[src/hw/rtl/dws_pkg.sv]
`default_nettype none

package dws_pkg;

   // Default sizes
   localparam int unsigned DWS_MAX_WINDOW = 32;
   localparam int unsigned DWS_MAX_LINE   = 16384;

   // Field widths
   localparam int unsigned DWS_PIXEL_W   = 8;
   localparam int unsigned DWS_LEN_W     = 6;
   localparam int unsigned DWS_GAIN_W    = 16;
   localparam int unsigned DWS_CSR_IDX_W = 1;
   localparam int unsigned DWS_CSR_DAT_W = 16;

   // Quotient bits of the final divide
   localparam int unsigned DWS_QUO_W = 8;

   localparam logic [DWS_PIXEL_W-1:0] DWS_PIXEL_MAX  = 8'd255;
   localparam logic [DWS_LEN_W-1:0]   DWS_LEN_RESET  = 6'd3;
   localparam logic [DWS_GAIN_W-1:0]  DWS_GAIN_RESET = 16'd256;
   localparam int unsigned            DWS_LEN_MIN    = 2;

   // Register indexes
   typedef enum logic [DWS_CSR_IDX_W-1:0] {
      CSR_WINDOW_LENGTH = 1'b0,
      CSR_GAIN          = 1'b1
   } dws_csr_type;

   // Sequencer states
   typedef enum logic [3:0] {
      ST_IDLE,
      ST_CHECK,
      ST_SUM,
      ST_MUL_LOAD,
      ST_MUL,
      ST_NUM,
      ST_DIV_CHECK,
      ST_DIV,
      ST_EMIT
   } dws_state_type;

   // Window store control
   typedef struct packed {
      logic write;
      logic drop;
   } dws_win_ctrl_type;

   // Serial datapath operations, at most one per cycle
   typedef struct packed {
      logic clear;
      logic sum_add;
      logic sum_sub;
      logic mul_load;
      logic mul_step;
      logic div_load;
      logic div_check;
      logic div_step;
   } dws_arith_op_type;

   // Bits that hold the half width for a given maximum window
   function automatic int unsigned dws_half_width(input int unsigned max_window);
      return $clog2((max_window >> 1) + 1);
   endfunction

   // Bits of one window sum
   function automatic int unsigned dws_sum_width(input int unsigned max_window);
      return DWS_PIXEL_W + dws_half_width(max_window);
   endfunction

endpackage

`default_nettype wire

[src/hw/rtl/dws_window.sv]
`default_nettype none

// Pending pixels, oldest at entry 0
module dws_window import dws_pkg::*; #(
   parameter int unsigned MAX_WINDOW = DWS_MAX_WINDOW,
   localparam int unsigned IDX_W     = $clog2(MAX_WINDOW)
) (
   input  wire logic                   clock,
   input  wire dws_win_ctrl_type       ctrl,
   input  wire logic [IDX_W-1:0]       wr_idx,
   input  wire logic [DWS_PIXEL_W-1:0] wr_data,
   input  wire logic [IDX_W-1:0]       rd_idx,
   output logic [DWS_PIXEL_W-1:0]      rd_data,
   output logic [DWS_PIXEL_W-1:0]      head
);

   logic [DWS_PIXEL_W-1:0] win_ff [MAX_WINDOW];

   // Append at the fill position, or shift the oldest out
   always_ff @(posedge clock) begin
      if (ctrl.write) begin
         win_ff[wr_idx] <= wr_data;
      end else if (ctrl.drop) begin
         for (int i = 0; i < MAX_WINDOW - 1; i++) begin
            win_ff[i] <= win_ff[i+1];
         end
         win_ff[MAX_WINDOW-1] <= '0;
      end
   end

   assign rd_data = win_ff[rd_idx];
   assign head    = win_ff[0];

endmodule

`default_nettype wire

[src/hw/rtl/dws_arith.sv]
`default_nettype none

// Serial datapath: window difference one tap per cycle, shift-add multiply
// one bit per cycle, restoring divide by the half width one quotient bit
// per cycle.
module dws_arith import dws_pkg::*; #(
   parameter int unsigned MAX_WINDOW = DWS_MAX_WINDOW,
   localparam int unsigned HALF_W    = dws_half_width(MAX_WINDOW)
) (
   input  wire logic                   clock,
   input  wire dws_arith_op_type       op,
   input  wire logic [DWS_PIXEL_W-1:0] rd_data,
   input  wire logic [DWS_PIXEL_W-1:0] head,
   input  wire logic [HALF_W-1:0]      half,
   input  wire logic [DWS_GAIN_W-1:0]  gain,
   output logic [DWS_PIXEL_W-1:0]      result
);

   localparam int unsigned SUM_W = dws_sum_width(MAX_WINDOW);
   localparam int unsigned NUM_W = SUM_W + DWS_GAIN_W + 1;
   localparam int unsigned M_W   = NUM_W - DWS_PIXEL_W - 1;
   localparam int unsigned GE_W  = DWS_GAIN_W + 1;

   logic signed [SUM_W:0]   diff_ff, diff_in;
   logic [SUM_W-1:0]        base_ff, base_in;
   logic [SUM_W-1:0]        mag_ff, mag_in;
   logic signed [GE_W-1:0]  geff_ff, geff_in;
   logic signed [NUM_W-1:0] prod_ff, prod_in;
   logic [M_W-1:0]          rem_ff, rem_in;
   logic [M_W-1:0]          dvs_ff, dvs_in;
   logic [DWS_QUO_W-1:0]    quo_ff, quo_in;
   logic                    zero_ff, zero_in;
   logic                    ovf_ff, ovf_in;

   logic signed [SUM_W:0]   rd_ext;
   logic signed [GE_W-1:0]  gain_ext;
   logic signed [NUM_W-1:0] addend;
   logic signed [NUM_W-1:0] base_ext;
   logic [M_W-1:0]          m_val;
   logic [M_W-1:0]          limit;

   assign rd_ext   = $signed({{(SUM_W-DWS_PIXEL_W+1){1'b0}}, rd_data});
   assign gain_ext = $signed({gain[DWS_GAIN_W-1], gain});
   assign addend   = mag_ff[SUM_W-1]
                     ? $signed({{(NUM_W-GE_W){geff_ff[GE_W-1]}}, geff_ff}) : '0;
   assign base_ext = $signed({{(NUM_W-SUM_W-DWS_PIXEL_W){1'b0}}, base_ff, 8'h00});
   assign m_val    = prod_ff[NUM_W-2:DWS_PIXEL_W];
   assign limit    = M_W'(half) << DWS_PIXEL_W;

   // Next values for each operation
   always_comb begin
      diff_in = diff_ff;
      base_in = base_ff;
      mag_in  = mag_ff;
      geff_in = geff_ff;
      prod_in = prod_ff;
      rem_in  = rem_ff;
      dvs_in  = dvs_ff;
      quo_in  = quo_ff;
      zero_in = zero_ff;
      ovf_in  = ovf_ff;
      if (op.clear) begin
         diff_in = '0;
         base_in = '0;
      end
      if (op.sum_add) begin
         // leading window; head pixel summed H times gives p0 * H
         diff_in = diff_ff + rd_ext;
         base_in = base_ff + SUM_W'(head);
      end
      if (op.sum_sub) begin
         diff_in = diff_ff - rd_ext;
      end
      if (op.mul_load) begin
         // sign of the difference is folded into the gain
         mag_in  = diff_ff[SUM_W] ? SUM_W'(-diff_ff) : SUM_W'(diff_ff);
         geff_in = diff_ff[SUM_W] ? -gain_ext : gain_ext;
         prod_in = '0;
      end
      if (op.mul_step) begin
         prod_in = (prod_ff <<< 1) + addend;
         mag_in  = mag_ff << 1;
      end
      if (op.div_load) begin
         prod_in = prod_ff + base_ext;
      end
      if (op.div_check) begin
         // numerator >> 8, then divide by H
         zero_in = prod_ff[NUM_W-1];
         ovf_in  = (m_val >= limit);
         rem_in  = m_val;
         dvs_in  = M_W'(half) << (DWS_QUO_W - 1);
         quo_in  = '0;
      end
      if (op.div_step) begin
         if (rem_ff >= dvs_ff) begin
            rem_in = rem_ff - dvs_ff;
            quo_in = {quo_ff[DWS_QUO_W-2:0], 1'b1};
         end else begin
            quo_in = {quo_ff[DWS_QUO_W-2:0], 1'b0};
         end
         dvs_in = dvs_ff >> 1;
      end
   end

   always_ff @(posedge clock) begin
      diff_ff <= diff_in;
      base_ff <= base_in;
      mag_ff  <= mag_in;
      geff_ff <= geff_in;
      prod_ff <= prod_in;
      rem_ff  <= rem_in;
      dvs_ff  <= dvs_in;
      quo_ff  <= quo_in;
      zero_ff <= zero_in;
      ovf_ff  <= ovf_in;
   end

   // Clamp to pixel range
   always_comb begin
      if (zero_ff) begin
         result = '0;
      end else if (ovf_ff) begin
         result = DWS_PIXEL_MAX;
      end else begin
         result = quo_ff;
      end
   end

endmodule

`default_nettype wire

[src/hw/rtl/differential_window_sharpen.sv]
// A filtered item's first released pixel passes ST_CHECK, ST_SUM, ST_MUL_LOAD, ST_MUL (SUM_W
// bits, 13 at MAX_WINDOW 32), ST_NUM, ST_DIV_CHECK, ST_DIV and ST_EMIT into the output register;
// a passed one only ST_CHECK and ST_EMIT. One window tap, one multiplier bit and one quotient
// bit per cycle. One item at a time; the next is taken in ST_IDLE once each pixel it releases
// is in the output register. Reset is synchronous: control, counters and output valid clear,
// window_length returns to 3 and gain to 256; pixel storage is not cleared.
`default_nettype none

module differential_window_sharpen import dws_pkg::*; #(
   parameter int unsigned MAX_WINDOW = DWS_MAX_WINDOW,
   parameter int unsigned MAX_LINE   = DWS_MAX_LINE
) (
   input  wire logic                     clock,
   input  wire logic                     reset,
   input  wire logic                     req_valid,
   output logic                          req_stall,
   input  wire logic [DWS_PIXEL_W-1:0]   req_pixel_in,
   input  wire logic                     req_last_in,
   output logic                          rsp_valid,
   input  wire logic                     rsp_stall,
   output logic [DWS_PIXEL_W-1:0]        rsp_pixel_out,
   output logic                          rsp_last_out,
   input  wire logic                     csr_write_en,
   input  wire logic [DWS_CSR_IDX_W-1:0] csr_index,
   input  wire logic [DWS_CSR_DAT_W-1:0] csr_write_data
);

   localparam int unsigned IDX_W  = $clog2(MAX_WINDOW);
   localparam int unsigned CNT_W  = $clog2(MAX_WINDOW + 1);
   localparam int unsigned HALF_W = dws_half_width(MAX_WINDOW);
   localparam int unsigned SUM_W  = dws_sum_width(MAX_WINDOW);
   localparam int unsigned POS_W  = $clog2(MAX_LINE);
   localparam int unsigned STEP_W = $clog2(MAX_WINDOW + SUM_W + DWS_QUO_W);
   localparam int unsigned CMP_W  = POS_W + CNT_W;

   dws_state_type state_ff, state_in;

   logic [DWS_LEN_W-1:0]   length_ff, length_in;
   logic [DWS_GAIN_W-1:0]  gain_ff, gain_in;
   logic [CNT_W-1:0]       pending_ff, pending_in;
   logic [POS_W-1:0]       position_ff, position_in;
   logic [STEP_W-1:0]      step_ff, step_in;
   logic                   last_ff, last_in;
   logic                   calc_ff, calc_in;
   logic                   rsp_valid_ff, rsp_valid_in;
   logic [DWS_PIXEL_W-1:0] rsp_pixel_ff, rsp_pixel_in;
   logic                   rsp_last_ff, rsp_last_in;

   logic [CNT_W-1:0]       len;
   logic [CNT_W-1:0]       half;
   logic                   full;
   logic                   filt;
   logic                   out_free;
   logic                   sum_end;
   logic                   mul_end;
   logic                   div_end;
   logic                   step_lead;
   logic [STEP_W-1:0]      rd_sel;
   logic [IDX_W-1:0]       wr_idx;
   logic [IDX_W-1:0]       rd_idx;
   logic [DWS_PIXEL_W-1:0] rd_data;
   logic [DWS_PIXEL_W-1:0] head;
   logic [DWS_PIXEL_W-1:0] calc_pixel;
   logic                   accept;
   logic                   rsp_load;
   dws_win_ctrl_type       win_ctrl;
   dws_arith_op_type       arith_op;

   // Effective window length and half width
   always_comb begin
      if (int'(length_ff) < DWS_LEN_MIN) begin
         len = CNT_W'(DWS_LEN_MIN);
      end else if (int'(length_ff) > MAX_WINDOW) begin
         len = CNT_W'(MAX_WINDOW);
      end else begin
         len = CNT_W'(length_ff);
      end
      half = (len >> 1) - CNT_W'(1);
      if (half == '0) begin
         half = CNT_W'(1);
      end
   end

   assign full      = (pending_ff >= len);
   assign filt      = (CMP_W'(position_ff) >= CMP_W'(half));
   assign out_free  = !rsp_valid_ff || !rsp_stall;
   assign step_lead = (step_ff < STEP_W'(half));
   assign sum_end   = (step_ff == (STEP_W'(half) << 1) - STEP_W'(1));
   assign mul_end   = (step_ff == STEP_W'(SUM_W - 1));
   assign div_end   = (step_ff == STEP_W'(DWS_QUO_W - 1));

   // Leading window taps 0..H-1, then trailing taps L-H..L-1
   assign rd_sel = step_lead ? step_ff
                             : step_ff + STEP_W'(len) - (STEP_W'(half) << 1);
   assign rd_idx = rd_sel[IDX_W-1:0];
   assign wr_idx = (pending_ff >= CNT_W'(MAX_WINDOW)) ? IDX_W'(MAX_WINDOW - 1)
                                                      : pending_ff[IDX_W-1:0];

   // Configuration registers
   always_comb begin
      length_in = length_ff;
      gain_in   = gain_ff;
      if (csr_write_en) begin
         case (csr_index)
            CSR_WINDOW_LENGTH: length_in = csr_write_data[DWS_LEN_W-1:0];
            CSR_GAIN:          gain_in   = csr_write_data[DWS_GAIN_W-1:0];
            default: begin
               length_in = length_ff;
               gain_in   = gain_ff;
            end
         endcase
      end
   end

   // Next state
   always_comb begin
      state_in = state_ff;
      case (state_ff)
         ST_IDLE: begin
            if (req_valid) begin
               state_in = ST_CHECK;
            end
         end
         ST_CHECK: begin
            if (full) begin
               state_in = filt ? ST_SUM : ST_EMIT;
            end else if (last_ff && pending_ff != '0) begin
               state_in = ST_EMIT;
            end else begin
               state_in = ST_IDLE;
            end
         end
         ST_SUM: begin
            if (sum_end) begin
               state_in = ST_MUL_LOAD;
            end
         end
         ST_MUL_LOAD: state_in = ST_MUL;
         ST_MUL: begin
            if (mul_end) begin
               state_in = ST_NUM;
            end
         end
         ST_NUM:       state_in = ST_DIV_CHECK;
         ST_DIV_CHECK: state_in = ST_DIV;
         ST_DIV: begin
            if (div_end) begin
               state_in = ST_EMIT;
            end
         end
         ST_EMIT: begin
            if (out_free) begin
               state_in = ST_CHECK;
            end
         end
         default: state_in = ST_IDLE;
      endcase
   end

   // State outputs
   always_comb begin
      req_stall = 1'b1;
      accept    = 1'b0;
      rsp_load  = 1'b0;
      win_ctrl  = '0;
      arith_op  = '0;
      case (state_ff)
         ST_IDLE: begin
            req_stall      = 1'b0;
            accept         = req_valid;
            win_ctrl.write = req_valid;
         end
         ST_CHECK:     arith_op.clear     = 1'b1;
         ST_SUM: begin
            arith_op.sum_add = step_lead;
            arith_op.sum_sub = !step_lead;
         end
         ST_MUL_LOAD:  arith_op.mul_load  = 1'b1;
         ST_MUL:       arith_op.mul_step  = 1'b1;
         ST_NUM:       arith_op.div_load  = 1'b1;
         ST_DIV_CHECK: arith_op.div_check = 1'b1;
         ST_DIV:       arith_op.div_step  = 1'b1;
         ST_EMIT: begin
            rsp_load      = out_free;
            win_ctrl.drop = out_free;
         end
         default: req_stall = 1'b1;
      endcase
   end

   // Counters and run flags
   always_comb begin
      pending_in  = pending_ff;
      position_in = position_ff;
      last_in     = last_ff;
      calc_in     = calc_ff;
      step_in     = '0;
      if (accept) begin
         pending_in = CNT_W'(wr_idx) + CNT_W'(1);
         last_in    = req_last_in;
      end
      if (state_ff == ST_CHECK) begin
         calc_in = full && filt;
         if (!full && last_ff && pending_ff == '0) begin
            // end of run
            last_in     = 1'b0;
            position_in = '0;
         end
      end
      if ((state_ff == ST_SUM && !sum_end) || (state_ff == ST_MUL && !mul_end)
          || (state_ff == ST_DIV && !div_end)) begin
         step_in = step_ff + STEP_W'(1);
      end
      if (rsp_load) begin
         pending_in = pending_ff - CNT_W'(1);
         if (full && position_ff != POS_W'(MAX_LINE - 1)) begin
            position_in = position_ff + POS_W'(1);
         end
      end
   end

   // Output register
   always_comb begin
      rsp_valid_in = rsp_valid_ff;
      rsp_pixel_in = rsp_pixel_ff;
      rsp_last_in  = rsp_last_ff;
      if (rsp_load) begin
         rsp_valid_in = 1'b1;
         rsp_pixel_in = calc_ff ? calc_pixel : head;
         rsp_last_in  = last_ff && !full && pending_ff == CNT_W'(1);
      end else if (!rsp_stall) begin
         rsp_valid_in = 1'b0;
      end
   end

   // Control registers
   always_ff @(posedge clock) begin
      if (reset) begin
         state_ff     <= ST_IDLE;
         length_ff    <= DWS_LEN_RESET;
         gain_ff      <= DWS_GAIN_RESET;
         pending_ff   <= '0;
         position_ff  <= '0;
         step_ff      <= '0;
         last_ff      <= 1'b0;
         calc_ff      <= 1'b0;
         rsp_valid_ff <= 1'b0;
      end else begin
         state_ff     <= state_in;
         length_ff    <= length_in;
         gain_ff      <= gain_in;
         pending_ff   <= pending_in;
         position_ff  <= position_in;
         step_ff      <= step_in;
         last_ff      <= last_in;
         calc_ff      <= calc_in;
         rsp_valid_ff <= rsp_valid_in;
      end
   end

   // Result payload
   always_ff @(posedge clock) begin
      rsp_pixel_ff <= rsp_pixel_in;
      rsp_last_ff  <= rsp_last_in;
   end

   assign rsp_valid     = rsp_valid_ff;
   assign rsp_pixel_out = rsp_pixel_ff;
   assign rsp_last_out  = rsp_last_ff;

   dws_window #(
      .MAX_WINDOW (MAX_WINDOW)
   ) u_window (
      .clock   (clock),
      .ctrl    (win_ctrl),
      .wr_idx  (wr_idx),
      .wr_data (req_pixel_in),
      .rd_idx  (rd_idx),
      .rd_data (rd_data),
      .head    (head)
   );

   dws_arith #(
      .MAX_WINDOW (MAX_WINDOW)
   ) u_arith (
      .clock   (clock),
      .op      (arith_op),
      .rd_data (rd_data),
      .head    (head),
      .half    (half[HALF_W-1:0]),
      .gain    (gain_ff),
      .result  (calc_pixel)
   );

endmodule

`default_nettype wire

[config.mk]
export PLATFORM = sky130hd
export DESIGN_NAME = differential_window_sharpen
export DESIGN_NICKNAME = d
export VERILOG_FILES = /design/src/hw/rtl/dws_pkg.sv /design/src/hw/rtl/dws_window.sv /design/src/hw/rtl/dws_arith.sv /design/src/hw/rtl/differential_window_sharpen.sv
export SDC_FILE = /design/constraint.sdc
export NUM_CORES = 1
export LEC_CHECK = 0
export BUFFER_PORTS_ARGS = -buffer_cell sky130_fd_sc_hd__clkbuf_2
export CAP_MARGIN = 40
export CELL_PAD_IN_SITES_DETAIL_PLACEMENT = 0
export CELL_PAD_IN_SITES_GLOBAL_PLACEMENT = 1
export CORE_UTILIZATION = 55
export CTS_CLUSTER_DIAMETER = 120
export DETAILED_ROUTE_END_ITERATION = 12
export PLACE_DENSITY_LB_ADDON = 0.2
export SETUP_SLACK_MARGIN = 0.05
export SLEW_MARGIN = 0
export SYNTH_ARGS = -nofsm -noshare
export SYNTH_HDL_FRONTEND = slang
export SYNTH_HIERARCHICAL = 1
export SYNTH_SLANG_ARGS = --single-unit
[constraint.sdc]
create_clock -name clock -period 18.4 [get_ports clock]
set_input_delay 3.68 -clock clock [delete_from_list [all_inputs] [get_ports clock]]
set_output_delay 3.68 -clock clock [all_outputs]
set_load 0.05 [all_outputs]
==> key figures <==
Floorplanning
  • Die area: 48600 sq um
  • FP Rows: 79
  • Die H: 220 um
  • Core ar.: between 40000 and 50000 sq um
  • Chip width: 220 um
  • # IOs: 42
  • Initial core utilization: 56.1%

Finish
  • Post-layout net count: about 2500
  • ANT cells: 0
  • Final std cell area, no fill: roughly 29000 sq um
  • P&R area growth vs syn: 9.81%
  • Fraction of layout cells with a size suffix above 1: 14.1%

GRT
  • Initial antenna violation count: 1
  • Global-route wire length before repair: approximately 100 mm
  • All-Layer GR Usage: between 20% and 30%
  • Global route total overflow: 0
  • Vias in the first global route: 18213
  • Pin count of the biggest net entering global routing: 201

Route
  • Vias: about 19000
  • Total Wirelength: 66.3 mm
  • Routed vias/inst: roughly 6.3
  • DR iter-0 viols: roughly 1800
  • WL/cell: roughly 22 um
  • DRC Markers: 8
  • Post-DRT Antenna Nets: 0
  • DRT Pass-1 Iters: 12

Worst setup path
  • CP max stage cell: buf_4
  • Largest delay share family, worst path: compound AO/OA/AOI/OAI gates
  • CP endpoint kind: register
  • Worst Path Buf+Inv: 4
  • Crit Path Max Fanout: 36
  • CP startpoint kind: register
  • Crit path DAT: between 8 and 9 ns
  • WP data required: ~19 ns
  • Slowest stage delay, CP: roughly 0.65 ns
  • Setup Crit Path Kind: reg -> reg

Placement
  • GP Congestion: between 0.8 and 0.9
  • DP Area: 27100 sq um
  • IO buf count: 41
  • DP HPWL: between 40 and 50 mm

Clocking
  • Post_cts resized: 0
  • Post CTS Setup Buffer Count: 0
  • Htree depth: 2
  • Clk sinks: 450
  • Max Root-Sink Buffers: 3
  • Num CTS Buffers: 50
  • Worst-skew pair later-pin latency: roughly 0.62 ns
  • Worst-path clk slew: around 0.06 ns
  • CTS root buffer: clkbuf_16
  • CTS tree: built
  • CTS Hold Buffers Added: 0

Synth
  • Post-synth top area share: 41.8%
  • Post-synth cell types: 102
  • Synth Cell Area: roughly 26000 sq um
  • Number of flops mapped to enable cells by yosys: about 370
  • Syn Area/Cell: around 11 sq um
  • Top FF cell, synth: edfxtp_1
  • Post-synthesis sequential area ratio: about 48%
  • Syn Inst Count: ~2400
  • Async set-reset flop share out of synthesis: 0%
  • Synth Warn #: 6
  • Seq cells post-synth: 450
  • Yosys top cell by area: edfxtp_1
  • Top post-synthesis cells by area: edfxtp_1 (42%), a21o_1 (7.7%), mux4_2 (6.9%)

Timing
  • Final Critical Period: approximately 8 ns
  • Final Max Slew Viols: 0
  • Fin. Hold Viols: 0
  • Final setup fails: 0
  • Slew headroom: a little over a third
  • Setup TNS: 0 ns
  • Worst Tran Pin Value: 0.957 ns
  • Final period util: 43.7%
  • RSZ-0062 raised after global routing: no
  • Layout Skew: roughly 0.05 ns
  • Max Fclk: approximately 120 MHz

Pwr
  • Worst vdd ir: 0.0904 mV
  • Leakage: ~0.011 uW
  • Pwr per Cell Area: around 150 nW/um^2

Worst hold path
  • Worst min-delay path class: reg -> reg

Outcome
  • Failing checks: design-rule violations
  • Status: finished with violations

Run
  • Maximum capacitance violations: 0
cells in the mapped netlist (59+ instances only):
library cell and n:
clkbuf_1 115, mux4_2 80, nor2_1 117, o21ai_0 143
ha_1 103, a21oi_1 121, edfxtp_1 365, xnor2_1 65
dfxtp_1 85, a21o_1 268, inv_1 89, nand2_1 171
nand3_1 59
report_power, final:
group	internal [uW]	total, uW	switching, uW
logic	699	1690	986
registers	1410	1610	200
clock network	590	1020	433
total	2700	4320	1620
sequential cells by signal, indices dropped and copies added (netlist names), 4 cells and up:
register / cells
gain_ff: 16
length_ff: 6
pending_ff: 6
position_ff: 14
rsp_pixel_out: 8
state_ff: 4
step_ff: 6
u_arith/base_ff: 13
u_arith/diff_ff: 14
u_arith/dvs_ff: 12
u_arith/geff_ff: 17
u_arith/mag_ff: 13
u_arith/prod_ff: 30
u_arith/quo_ff: 8
u_arith/rem_ff: 21
u_window/win_ff: 256
cell usage in the layout (no fill, tap or decap), drive strengths merged, types with 66 or more instances in the layout:
cell type	instances
ha	103
clkbuf	96
dfxtp	85
nand2	171
a21oi	122
mux4	80
a21o	268
xnor2	66
nor2	118
inv	92
o21ai	145
edfxtp	365
final timing paths:
kind                              startpoint             endpoint  slack [ns]  depth (start not counted)
worst max-delay path            length_ff[3]  u_arith/diff_ff[12]       10.37                         25
worst max register to register  length_ff[3]  u_arith/diff_ff[12]       10.37                         25
worst min-delay path              gain_ff[3]           gain_ff[3]        0.49                          2
worst min register to register    gain_ff[3]           gain_ff[3]        0.49                          2
layout make-up:
class | count | area [sq um]
tap | 607 | 759
timing repair buffer | 104 | 753
clock buffer | 55 | 1310
clock inverter | 39 | 385
sequential | 450 | 12700
multi-input combinational | 1656 | 12600
fill | 3786 | 18000
inverter | 92 | 358
through the flow:
step                instances  total power (uW)  setup slack (ns)  hold slack, ns  util (%)
floorplan                2362              2800             12.01           0.442         -
global placement         2878              3210             10.66           0.476      57.3
detailed placement       2908              3290             10.40           0.481      57.9
CTS                      3002              4320             10.32           0.490      61.5
global route             3003              4560              9.59           0.516      61.6
finish                   3003              4320             10.37           0.491      61.6
worst reg2reg max path: stages (launching register included):
cell      delay [ns]
dfxtp_1         0.46
nor3_1          0.08
o21ai_0         0.39
ha_1            0.25
inv_1           0.08
xnor2_2         0.41
a31oi_1         0.32
fa_1            0.58
inv_1           0.05
ha_1            0.32
mux2i_4         0.13
buf_4           0.49
buf_4           0.67
mux4_2          0.63
mux4_2          0.50
mux2_2          0.31
ha_1            0.24
fa_1            0.42
nor2b_1         0.14
o21ai_0         0.13
a21oi_1         0.17
o21ai_0         0.16
a21oi_1         0.37
nor2_1          0.11
a221oi_1        0.28
nor2b_1         0.08
logic make-up (layout without fill, tap and decap cells):
family	Yosys count	in the layout	share of synthesized area (%)
multiplexers	129	129	8.86
AO/OA/AOI/OAI	692	692	17.8
adder cells (fa/ha/maj)	111	111	5.52
other	1	2	0.0143
buffers and inverters	256	290	3.97
XOR/XNOR	99	99	3.33
flip-flops	450	450	48.3
AND/OR/NAND/NOR	623	623	12.2
layer usage:
layer / vias up / share of wire, % / GRT usage, %
li1: 8835 / - / -
met1: 9382 / 44 / 38.1
met2: 650 / 48 / 45.0
met3: 105 / 6.0 / 3.62
met4: 2 / 2.7 / 8.94
met5: - / 0.020 / 0
(Power assumes the default switching activity.)
